`src/srsd_pkg.sv`:
```
// shared types and constants for the segmented rc4 stream decryptor
// no dependencies; used by srsd_div and segmented_rc4_stream_decrypt_top
`default_nettype none

package srsd_pkg;

  // item operation codes
  typedef enum logic [1:0] {
    OP_LOAD_KEY = 2'd0,
    OP_START    = 2'd1,
    OP_DECRYPT  = 2'd2,
    OP_NONE     = 2'd3
  } op_t;

  // stream segmentation
  localparam int FIRST_SEG_BYTES = 128;
  localparam int SEG_BYTES       = 5120;
  localparam int SEED_MASK_W     = 9;    // seed index uses seg & 0x1ff, discard count uses the segment key & 0x1ff
  localparam int HASH_SCALE      = 100;

  // shared divider widths
  localparam int DIV_NUM_W = 40;  // hash * 100 fits in 39 bits
  localparam int DIV_DEN_W = 41;  // (segment + 1) * seed fits in 41 bits
  localparam int DIV_CNT_W = 6;
  localparam int HASH_DIV_ITERS = 39;

  typedef struct packed {
    logic                 start;
    logic [DIV_CNT_W-1:0] iters;
  } div_req_t;

  typedef struct packed {
    logic busy;
    logic done;
  } div_rsp_t;

endpackage

`default_nettype wire

```
`src/srsd_div.sv`:
```
// shared restoring divider, one quotient bit per cycle
// depends on srsd_pkg for widths and the request/response structs
`default_nettype none

module srsd_div (
  input  wire logic                           clk,
  input  wire logic                           rst_n,
  input  wire srsd_pkg::div_req_t             req,
  input  wire logic [srsd_pkg::DIV_NUM_W-1:0] dividend,
  input  wire logic [srsd_pkg::DIV_DEN_W-1:0] divisor,
  output srsd_pkg::div_rsp_t                  rsp,
  output logic [srsd_pkg::DIV_NUM_W-1:0]      quotient,
  output logic [srsd_pkg::DIV_DEN_W-1:0]      remainder
);
  import srsd_pkg::*;

  logic                 busy_r, busy_nxt;
  logic                 done_r, done_nxt;
  logic [DIV_CNT_W-1:0] cnt_r, cnt_nxt;
  logic [DIV_NUM_W-1:0] dvd_r;
  logic [DIV_DEN_W-1:0] dsr_r;
  logic [DIV_NUM_W-1:0] quo_r;
  logic [DIV_DEN_W-1:0] rem_r;
  logic [DIV_CNT_W-1:0] bit_idx;
  logic [DIV_DEN_W:0]   trial;
  logic [DIV_DEN_W:0]   diff;
  logic                 ge;

  // only the low iters bits of the dividend are consumed, msb first
  always_comb begin
    bit_idx = cnt_r - DIV_CNT_W'(1);
    trial   = {rem_r, dvd_r[bit_idx]};
    diff    = trial - {1'b0, dsr_r};
    ge      = (trial >= {1'b0, dsr_r});
  end

  always_comb begin
    busy_nxt = busy_r;
    done_nxt = 1'b0;
    cnt_nxt  = cnt_r;
    if (req.start) begin
      busy_nxt = 1'b1;
      cnt_nxt  = req.iters;
    end else if (busy_r) begin
      cnt_nxt = cnt_r - DIV_CNT_W'(1);
      if (cnt_r == DIV_CNT_W'(1)) begin
        busy_nxt = 1'b0;
        done_nxt = 1'b1;
      end
    end
  end

  always_ff @(posedge clk) begin
    if (!rst_n) begin
      busy_r <= 1'b0;
      done_r <= 1'b0;
      cnt_r  <= '0;
    end else begin
      busy_r <= busy_nxt;
      done_r <= done_nxt;
      cnt_r  <= cnt_nxt;
    end
  end

  always_ff @(posedge clk) begin
    if (req.start) begin
      dvd_r <= dividend;
      dsr_r <= divisor;
      quo_r <= '0;
      rem_r <= '0;
    end else if (busy_r) begin
      quo_r <= {quo_r[DIV_NUM_W-2:0], ge};
      rem_r <= ge ? diff[DIV_DEN_W-1:0] : trial[DIV_DEN_W-1:0];
    end
  end

  assign rsp.busy  = busy_r;
  assign rsp.done  = done_r;
  assign quotient  = quo_r;
  assign remainder = rem_r;

endmodule

`default_nettype wire

```
`config.mk`:
```
export PLATFORM = sky130hd
export DESIGN_NAME = srsd_div
export DESIGN_NICKNAME = d
export VERILOG_FILES = /design/src/srsd_pkg.sv /design/src/srsd_div.sv
export SDC_FILE = /design/constraint.sdc
export NUM_CORES = 1
export LEC_CHECK = 0
export BUFFER_PORTS_ARGS = -buffer_cell sky130_fd_sc_hd__buf_2
export CAP_MARGIN = 25
export CELL_PAD_IN_SITES_DETAIL_PLACEMENT = 0
export CELL_PAD_IN_SITES_GLOBAL_PLACEMENT = 1
export CORE_MARGIN = 2
export CORE_UTILIZATION = 43
export CTS_CLUSTER_DIAMETER = 200
export DETAILED_ROUTE_END_ITERATION = 8
export PLACE_DENSITY = 0.86
export SLEW_MARGIN = 20
export SYNTH_ARGS = -nofsm -noshare
export SYNTH_HDL_FRONTEND = slang
export SYNTH_SLANG_ARGS = --single-unit
```
`constraint.sdc`:
```
create_clock -name clk -period 6.5 [get_ports clk]
set_input_delay 0.325 -clock clk [delete_from_list [all_inputs] [get_ports clk]]
set_output_delay 0.325 -clock clk [all_outputs]
set_load 0.02 [all_outputs]
```
==> impl_results.rst, run 1 <==
.. list-table::
   :header-rows: 1

   * - Metric
     - Value
   * - Fraction of power spent switching nets
     - 0.316
   * - Post-synthesis sequential area ratio
     - 0.474
   * - First-pass DRT Iterations
     - 7
   * - Internal power of the cells
     - 0.00198 W
   * - TritonCTS Buffers
     - 17
   * - Post-placement cell count
     - 1266
   * - Vias post-DR
     - 6810
   * - Register bit count reported by yosys
     - 170
   * - Total standard cell area after synthesis
     - 8890 um^2
   * - Critical path start-end classification
     - flop to flop
   * - Routed length per placed instance
     - 15.4 um
   * - Final Util
     - 0.517
   * - Max-slew violations
     - 0
   * - Xor and xnor fraction of the mapped netlist area
     - 0.0443
   * - Clock network latency to the later pin of the worst-skew pair
     - 450 ps
   * - # rows
     - 52
   * - Final global-route overflow total
     - 0
   * - Most used routing layer in global routing
     - met2
   * - Number of sinks on the clock net
     - 170
   * - Global Route met2 Usage
     - 0.301
   * - Pwr/cell area
     - 276 nW/um^2
   * - DRC marker count from the first detailed-route iteration
     - 295
   * - Portion of total power attributed to combinational logic
     - 0.221
   * - Vias in the first global route
     - 6630
   * - Clock tree buffer depth
     - 2
   * - Most used DFF post-synth
     - sky130_fd_sc_hd__dfxtp_1
   * - CP required
     - 6800 ps
   * - Most common cell after layout, fill and taps aside
     - sky130_fd_sc_hd__buf_2
   * - Hold Violations, Final
     - 0
   * - Peak VDD IR
     - 0.161 mV
   * - Wirelength, routed
     - 20100 um
   * - Clock skew after layout
     - 19.3 ps
   * - CTS-repair resized insts
     - 0
   * - Syn Inst Count
     - 876
   * - Die X
     - 148 um
   * - Number of setup buffers added after CTS
     - 0
   * - Die boundary height
     - 148 um
   * - Portion of netlist area occupied by mux cells
     - 0.0922
   * - Weighted congestion reported at the end of routability-driven placement
     - 0.832
   * - Post-synth net total
     - 1010
   * - Met1 layer usage reported by global route
     - 0.241
   * - CTS tree
     - done
   * - Static Leak
     - 4.55 nW
   * - Die area
     - 21800 um^2
   * - Main combinational cell family by area after synthesis
     - compound AO/OA/AOI/OAI gates
   * - Worst Max-Slew Pin Slew
     - 982 ps
   * - Switch Pwr
     - 0.000911 W
   * - Post-route antenna net violation count
     - 0
   * - Post-Synthesis Mean Instance Area
     - 10.2 um^2
   * - CTS clk-pin slew, worst paths
     - 80 ps
   * - DPL Wire Length
     - 14500 um
   * - Hold Path Class
     - input port to flop
   * - Sort of element at the start of the critical path
     - flop
   * - Effective utilization at floorplan
     - 0.439
   * - Floorplan Core Area
     - 20200 um^2
   * - First-pass GRT wire length
     - 32900 um
   * - Synth Area in Compound Gates
     - 0.163
   * - Total power consumption of the routed design
     - 0.00289 W
   * - Outcome
     - complete, no violations
   * - Warnings from Yosys
     - 0
   * - Distinct cell type count of the synthesized netlist
     - 65
   * - Max cap viols
     - 0
   * - Final worst-path cycle share
     - 0.872
   * - Summed negative setup slack over all endpoints
     - 0 ps
   * - Largest fanout on the critical path
     - 30
   * - Post-synthesis share of cell area spent on full adders, half adders and majority gates
     - 0.0628
   * - EDFF count, synth
     - 81
   * - Part of the total power dissipated in sequential elements
     - 0.433
   * - Total DRC errors in the routed layout
     - 0
   * - Total global-route track usage
     - 0.188
   * - Clock share of power
     - 0.345
   * - Layout cells sized above 1
     - 0.239
   * - Fraction of registers with async set or reset after synthesis
     - 0
   * - Largest net degree at the start of global routing
     - 117
   * - Maximum frequency from static timing analysis
     - 176 MHz
   * - Simple-gate share of the synthesized area
     - 0.111
   * - Commonest non-fill, non-tap cells in the layout
     - sky130_fd_sc_hd__buf_2, sky130_fd_sc_hd__nor2_1, sky130_fd_sc_hd__dfxtp_1
   * - Clk root buf
     - sky130_fd_sc_hd__clkbuf_16
   * - Non-filler instance count after layout
     - 1301
   * - Worst Setup End Kind
     - flop
   * - Number of port buffers
     - 172
   * - Synth-to-Final Area Change
     - 17.6%
   * - Via-to-Cell Ratio
     - 5.23
   * - Cts-stage hold buffer count
     - 0
   * - CTS H-Tree Depth
     - 4
   * - Antenna violations before repair
     - 5
   * - I/O pin total
     - 173
   * - RSZ-0062 raised after global routing
     - false
   * - Worst endpoint data arrival time
     - 5960 ps
   * - Period minus WS final
     - 5670 ps
   * - Slew headroom
     - 0.345
   * - Number of nets in the layout
     - 1149
   * - Final count of negative-setup-slack endpoints
     - 0
   * - Met3 demand-to-capacity share in global routing
     - 0.0627
## per-layer routing
metal  up-vias  part of all wire  wire length, um
li1       3414                 -                -
met1      3166              0.44             8900
met2       192              0.46             9280
met3        32             0.076             1520
met4         6             0.017              346
met5         -            0.0015               31
## per-stage QoR
| step | setup WS [ps] | area [um^2] | hold slack, ps |
|---|---|---|---|
| 3_5_place_dp | 848 | 9880 | 484 |
| 4_1_cts | 774 | 10500 | 24.8 |
| 5_1_grt | 311 | 10500 | 27.8 |
| 2_1_floorplan | 1520 | 8890 | 424 |
| 6_report | 833 | 10500 | 44.5 |
| 3_3_place_gp | 1040 | 9880 | 473 |
## worst max-delay path: stages (launching register included)
cell and delay (ps):
sky130_fd_sc_hd__dfxtp_1 320, sky130_fd_sc_hd__buf_4 260, sky130_fd_sc_hd__inv_1 70, sky130_fd_sc_hd__ha_1 570
sky130_fd_sc_hd__mux4_2 360, sky130_fd_sc_hd__mux2_2 270, sky130_fd_sc_hd__o211ai_1 140, sky130_fd_sc_hd__o21ai_0 110
sky130_fd_sc_hd__a21oi_1 240, sky130_fd_sc_hd__ha_1 200, sky130_fd_sc_hd__inv_1 60, sky130_fd_sc_hd__fa_1 390
sky130_fd_sc_hd__a21oi_1 220, sky130_fd_sc_hd__o21ai_1 130, sky130_fd_sc_hd__a211oi_2 400, sky130_fd_sc_hd__o22ai_1 180
sky130_fd_sc_hd__a21oi_2 320, sky130_fd_sc_hd__o21a_2 640, sky130_fd_sc_hd__nand2b_1 480, sky130_fd_sc_hd__o32ai_1 160
## power groups by stage
stage	Combinational, W	Sequential (W)	Clock, W
detailed placement	0.000638	0.00128	0
global route	0.000710	0.00126	0.00107
floorplan	0.000472	0.00128	0
finish	0.000639	0.00125	0.000997
global placement	0.000632	0.00127	0
CTS	0.000642	0.00125	0.00103
## cells by family (layout without fill, tap and decap cells)
kind of cell	Yosys count	after routing
adder cells (fa/ha/maj)	44	44
XOR/XNOR	45	45
flip-flops	170	170
AO/OA/AOI/OAI	216	216
AND/OR/NAND/NOR	222	222
other	0	3
buffers and inverters	110	262
multiplexers	69	69
## area by class of cell
class | instances | area (um^2)
diodes | 3 | 7.51
repair buffers | 176 | 910
flip-flops and latches | 170 | 4220
multi-input cells | 596 | 4210
well taps | 270 | 338
clock buffers | 18 | 429
clock inverters | 14 | 148
inverters | 54 | 203
fillers | 1864 | 9770
## synth_stat cells, types with 2 or more instances
cell type | n | area (um^2)
sky130_fd_sc_hd__mux4_2 | 10 | 225
sky130_fd_sc_hd__nand4_1 | 9 | 56.3
sky130_fd_sc_hd__xnor2_1 | 28 | 245
sky130_fd_sc_hd__dfxtp_1 | 89 | 1780
sky130_fd_sc_hd__nand2_1 | 42 | 158
sky130_fd_sc_hd__a21oi_2 | 2 | 17.5
sky130_fd_sc_hd__a211oi_1 | 19 | 143
sky130_fd_sc_hd__nand3b_1 | 2 | 15.0
sky130_fd_sc_hd__nand2b_1 | 11 | 68.8
sky130_fd_sc_hd__a21o_1 | 12 | 90.1
sky130_fd_sc_hd__o211a_1 | 2 | 20.0
sky130_fd_sc_hd__o41ai_1 | 2 | 17.5
sky130_fd_sc_hd__buf_4 | 2 | 15.0
sky130_fd_sc_hd__inv_1 | 54 | 203
sky130_fd_sc_hd__o22ai_1 | 3 | 18.8
sky130_fd_sc_hd__buf_1 | 4 | 15.0
sky130_fd_sc_hd__mux2_2 | 3 | 33.8
sky130_fd_sc_hd__o31ai_1 | 4 | 30.0
sky130_fd_sc_hd__nand3_1 | 5 | 25.0
sky130_fd_sc_hd__a31oi_1 | 5 | 31.3
sky130_fd_sc_hd__a211oi_2 | 15 | 188
sky130_fd_sc_hd__nor3_1 | 10 | 50.1
sky130_fd_sc_hd__nor2b_1 | 5 | 31.3
sky130_fd_sc_hd__mux2i_1 | 56 | 561
sky130_fd_sc_hd__or3_1 | 3 | 18.8
sky130_fd_sc_hd__xor2_1 | 17 | 149
sky130_fd_sc_hd__buf_6 | 4 | 45.0
sky130_fd_sc_hd__o21ai_0 | 25 | 125
sky130_fd_sc_hd__o211ai_1 | 3 | 22.5
sky130_fd_sc_hd__a22oi_1 | 7 | 52.6
sky130_fd_sc_hd__o21bai_1 | 9 | 67.6
sky130_fd_sc_hd__ha_1 | 43 | 538
sky130_fd_sc_hd__and4_1 | 2 | 17.5
sky130_fd_sc_hd__nor2_1 | 124 | 465
sky130_fd_sc_hd__a2111oi_0 | 2 | 17.5
sky130_fd_sc_hd__clkbuf_1 | 30 | 113
sky130_fd_sc_hd__o21ai_1 | 11 | 55.1
sky130_fd_sc_hd__buf_2 | 16 | 80.1
sky130_fd_sc_hd__o21a_1 | 3 | 22.5
sky130_fd_sc_hd__a21oi_1 | 78 | 390
sky130_fd_sc_hd__edfxtp_1 | 81 | 2430
## state kept, by name, indices dropped and copies added (netlist names)
register   cells
dsr_r         41
remainder     41
dvd_r         40
quotient      40
cnt_r          6
busy_r         1
done_r         1
## worst paths after layout
| check | start | end | slack, ps | cells past startpoint |
|---|---|---|---|---|
| min reg2reg | quotient[39] | quotient[39] | 500 | 2 |
| max reg2reg | cnt_r[0] | remainder[39] | 830 | 19 |
| min | dividend[23] | dvd_r[23] | 40 | 1 |
| max | cnt_r[0] | remainder[39] | 830 | 19 |
No activity file was read; power rests on OpenSTA's default activity.
==> run 2, diff against run 1 <==
- CORE_ASPECT_RATIO: not set -> 0.8
- PLACE_DENSITY: 0.86 -> 0.87
==> impl_results.rst, run 2 (synthesis gave the netlist of run 1 again) <==
.. list-table::
   :header-rows: 1

   * - Metric
     - Value
   * - Max cap viols
     - 0 (unchanged)
   * - Post-placement cell count
     - 1266 (unchanged)
   * - Clock network latency to the later pin of the worst-skew pair
     - 430 ps (-20 ps)
   * - Summed negative setup slack over all endpoints
     - 0 ps (unchanged)
   * - Cell depth of the worst setup path
     - 21 (+2)
   * - Most common cell after layout, fill and taps aside
     - sky130_fd_sc_hd__buf_2
   * - Critical path destination
     - remainder[14]
   * - CP required
     - 6770 ps (-30 ps)
   * - CTS H-Tree Depth
     - 4 (unchanged)
   * - Clock skew after layout
     - 12.5 ps (-6.83 ps)
   * - Cts-stage hold buffer count
     - 0 (unchanged)
   * - Beginning of the worst register-to-register path
     - cnt_r[0]
   * - Largest fanout on the critical path
     - 25 (-17%)
   * - Critical Path Max Stage Delay
     - 550 ps (-90 ps)
   * - Clk root buf
     - sky130_fd_sc_hd__clkbuf_16
   * - Via-to-Cell Ratio
     - 5.25 (+0.32%)
   * - Max-slew violations
     - 0 (unchanged)
   * - First-pass GRT wire length
     - 33300 um (+1.4%)
   * - Clock tree buffer depth
     - 2 (unchanged)
   * - Most used routing layer in global routing
     - met2
   * - Critical Path, Cell by Cell
     - buf_4, inv_1, ha_1, mux4_2, mux2_2, o211ai_1, o21ai_0, a21oi_1, ha_1, inv_1, fa_1, a21oi_1, o21ai_1, a211oi_2, o22ai_1, a21oi_2, o21a_2, buf_4, nor2_1, a21oi_1, a211oi_2
   * - # rows
     - 47 (-9.6%)
   * - Crit path buffers/inverters
     - 4 (+1)
   * - Antenna violations before repair
     - 5 (unchanged)
   * - Outcome
     - complete, no violations
   * - Number of sinks on the clock net
     - 170 (unchanged)
   * - Slowest cell on crit path
     - sky130_fd_sc_hd__ha_1
   * - Floorplan Core Area
     - 20500 um^2 (+1.1%)
   * - Crit path top cell by count
     - sky130_fd_sc_hd__a21oi_1
   * - Filler instances
     - 1896 (+1.7%)
   * - Die boundary height
     - 133 um (-10%)
   * - CTS clk-pin slew, worst paths
     - 70 ps (about the same)
   * - Area of combinational cells with multiple inputs
     - 4210 um^2 (unchanged)
   * - Vias in the first global route
     - 6594 (-0.54%)
   * - Met3 demand-to-capacity share in global routing
     - 0.0608 (-0.00184)
   * - Layout cells sized above 1
     - 0.240 (+0.000506)
   * - Number of nets in the layout
     - 1151 (+0.17%)
   * - CTS-repair resized insts
     - 0 (unchanged)
   * - Vias post-DR
     - 6842 (+0.47%)
   * - DPL Wire Length
     - 14700 um (+0.96%)
   * - Final count of negative-setup-slack endpoints
     - 0 (unchanged)
   * - Worst endpoint data arrival time
     - 5620 ps (-340 ps)
   * - Hold Violations, Final
     - 0 (unchanged)
   * - Number of port buffers
     - 172 (unchanged)
   * - CP startpoint
     - cnt_r[0]
   * - RSZ-0062 raised after global routing
     - false
   * - Pwr/cell area
     - 277 nW/um^2 (+0.47%)
   * - Maximum frequency from static timing analysis
     - 187 MHz (+6.0%)
   * - Weighted congestion reported at the end of routability-driven placement
     - 0.878 (+5.5%)
   * - Reg2reg end
     - remainder[14]
   * - Critical path start-end classification
     - flop to flop
   * - Reg area
     - 4220 um^2 (unchanged)
   * - Path depth of the worst reg2reg path
     - 21 (+2)
   * - Worst Setup End Kind
     - flop
   * - Period minus WS final
     - 5350 ps (-320 ps)
   * - Worst Max-Slew Pin Slew
     - 838 ps (-145 ps)
   * - Peak VDD IR
     - 0.149 mV (-7.5%)
   * - Routed length per placed instance
     - 15.7 um (+1.6%)
   * - Total DRC errors in the routed layout
     - 0 (unchanged)
   * - First-pass DRT Iterations
     - 5 (-2)
   * - Number of setup buffers added after CTS
     - 0 (unchanged)
   * - Wirelength, routed
     - 20400 um (+1.7%)
   * - Hold Path Class
     - input port to flop
   * - Post-route antenna net violation count
     - 0 (unchanged)
   * - Die X
     - 165 um (+11%)
   * - Die area
     - 21900 um^2 (about the same)
   * - Commonest non-fill, non-tap cells in the layout
     - sky130_fd_sc_hd__buf_2, sky130_fd_sc_hd__nor2_1, sky130_fd_sc_hd__dfxtp_1
   * - Setup slack of the most critical reg-to-reg path
     - 1150 ps (+320 ps)
   * - Cell family contributing the most delay on the critical path
     - compound AO/OA/AOI/OAI gates
   * - Static Leak
     - 4.55 nW (about the same)
   * - Final Util
     - 0.513 (-0.00447)
   * - Effective utilization at floorplan
     - 0.435 (-0.00494)
   * - Synth-to-Final Area Change
     - 18.0%
   * - DRC marker count from the first detailed-route iteration
     - 391 (+33%)
   * - TritonCTS Buffers
     - 17 (unchanged)
   * - Final global-route overflow total
     - 0 (unchanged)
   * - Non-filler instance count after layout
     - 1303 (+0.15%)
   * - Final worst-path cycle share
     - 0.823 (-0.0492)
   * - CTS tree
     - done
   * - Sort of element at the start of the critical path
     - flop
   * - Met1 layer usage reported by global route
     - 0.264 (+0.0235)
   * - Global Route met2 Usage
     - 0.291 (-0.0106)
   * - Largest net degree at the start of global routing
     - 123 (+5.1%)
   * - Slew headroom
     - 0.441 (+0.0964)
   * - Total global-route track usage
     - 0.192 (+0.00370)
   * - I/O pin total
     - 173 (unchanged)
-- run 2: changes by cell type in the layout (fill, tap and decap cells not counted), moves of 2 or more --
cell                         change
sky130_fd_sc_hd__buf_4           +2
sky130_fd_sc_hd__inv_4           -2
sky130_fd_sc_hd__inv_6           +3
sky130_fd_sc_hd__clkinvlp_4      +2
sky130_fd_sc_hd__inv_8           -3
-- run 2: power breakdown --
| group | internal (W) | switching [W] | total, W | leakage [nW] |
|---|---|---|---|---|
| Combinational | 0.000267 | 0.000377 | 0.000644 | 2.75 |
| Clock | 0.000544 | 0.000472 | 0.00102 | 0.279 |
| Sequential | 0.00119 | 0.0000535 | 0.00125 | 1.52 |
| Total | 0.00201 | 0.000902 | 0.00291 | 4.55 |
-- run 2: per-stage QoR --
| step | setup WS, ps | hold slack [ps] | instance area [um^2] | total power [W] |
|---|---|---|---|---|
| 2_1_floorplan | 1520 | 424 | 8890 | 0.00175 |
| 3_3_place_gp | 1330 | 476 | 9870 | 0.00190 |
| 3_5_place_dp | 1110 | 498 | 9870 | 0.00191 |
| 4_1_cts | 1090 | 38.2 | 10500 | 0.00294 |
| 5_1_grt | 612 | 39.6 | 10500 | 0.00306 |
| 6_report | 1150 | 62.1 | 10500 | 0.00291 |
-- run 2: layer usage --
| metal | part of all wire | vias up |
|---|---|---|
| met4 | 0.014 | 2 |
| met3 | 0.074 | 24 |
| li1 | - | 3429 |
| met5 | 0.00078 | - |
| met1 | 0.47 | 3197 |
| met2 | 0.44 | 190 |
-- run 2: worst register-to-register path, stage by stage (launching register included) --
cell and delay, ps:
sky130_fd_sc_hd__dfxtp_1 310, sky130_fd_sc_hd__buf_4 250, sky130_fd_sc_hd__inv_1 70, sky130_fd_sc_hd__ha_1 550, sky130_fd_sc_hd__mux4_2 370, sky130_fd_sc_hd__mux2_2 270, sky130_fd_sc_hd__o211ai_1 150, sky130_fd_sc_hd__o21ai_0 110
sky130_fd_sc_hd__a21oi_1 220, sky130_fd_sc_hd__ha_1 210, sky130_fd_sc_hd__inv_1 60, sky130_fd_sc_hd__fa_1 410, sky130_fd_sc_hd__a21oi_1 250, sky130_fd_sc_hd__o21ai_1 130, sky130_fd_sc_hd__a211oi_2 400, sky130_fd_sc_hd__o22ai_1 170
sky130_fd_sc_hd__a21oi_2 280, sky130_fd_sc_hd__o21a_2 290, sky130_fd_sc_hd__buf_4 350, sky130_fd_sc_hd__nor2_1 110, sky130_fd_sc_hd__a21oi_1 160, sky130_fd_sc_hd__a211oi_2 90
-- run 2: worst min-delay path by stage --
| stage | from | end | slack (ps) | cells past startpoint |
|---|---|---|---|---|
| finish | dividend[9] | dvd_r[9] | 60 | 1 |
| global route | dividend[9] | dvd_r[9] | 40 | 1 |
| CTS | dividend[9] | dvd_r[9] | 40 | 1 |
| detailed placement | quotient[39] | quotient[39] | 500 | 2 |
| global placement | quotient[39] | quotient[39] | 480 | 2 |
| floorplan | divisor[0] | dsr_r[0] | 420 | 0 |
-- run 2: final cells by class --
cell class | instances | share of cell area
repair buffers | 178 | 0.0889
well taps | 269 | 0.0321
clock buffers | 18 | 0.0409
clock inverters | 14 | 0.0144
multi-input cells | 596 | 0.401
flip-flops and latches | 170 | 0.402
inverters | 54 | 0.0193
diodes | 4 | 0.000954
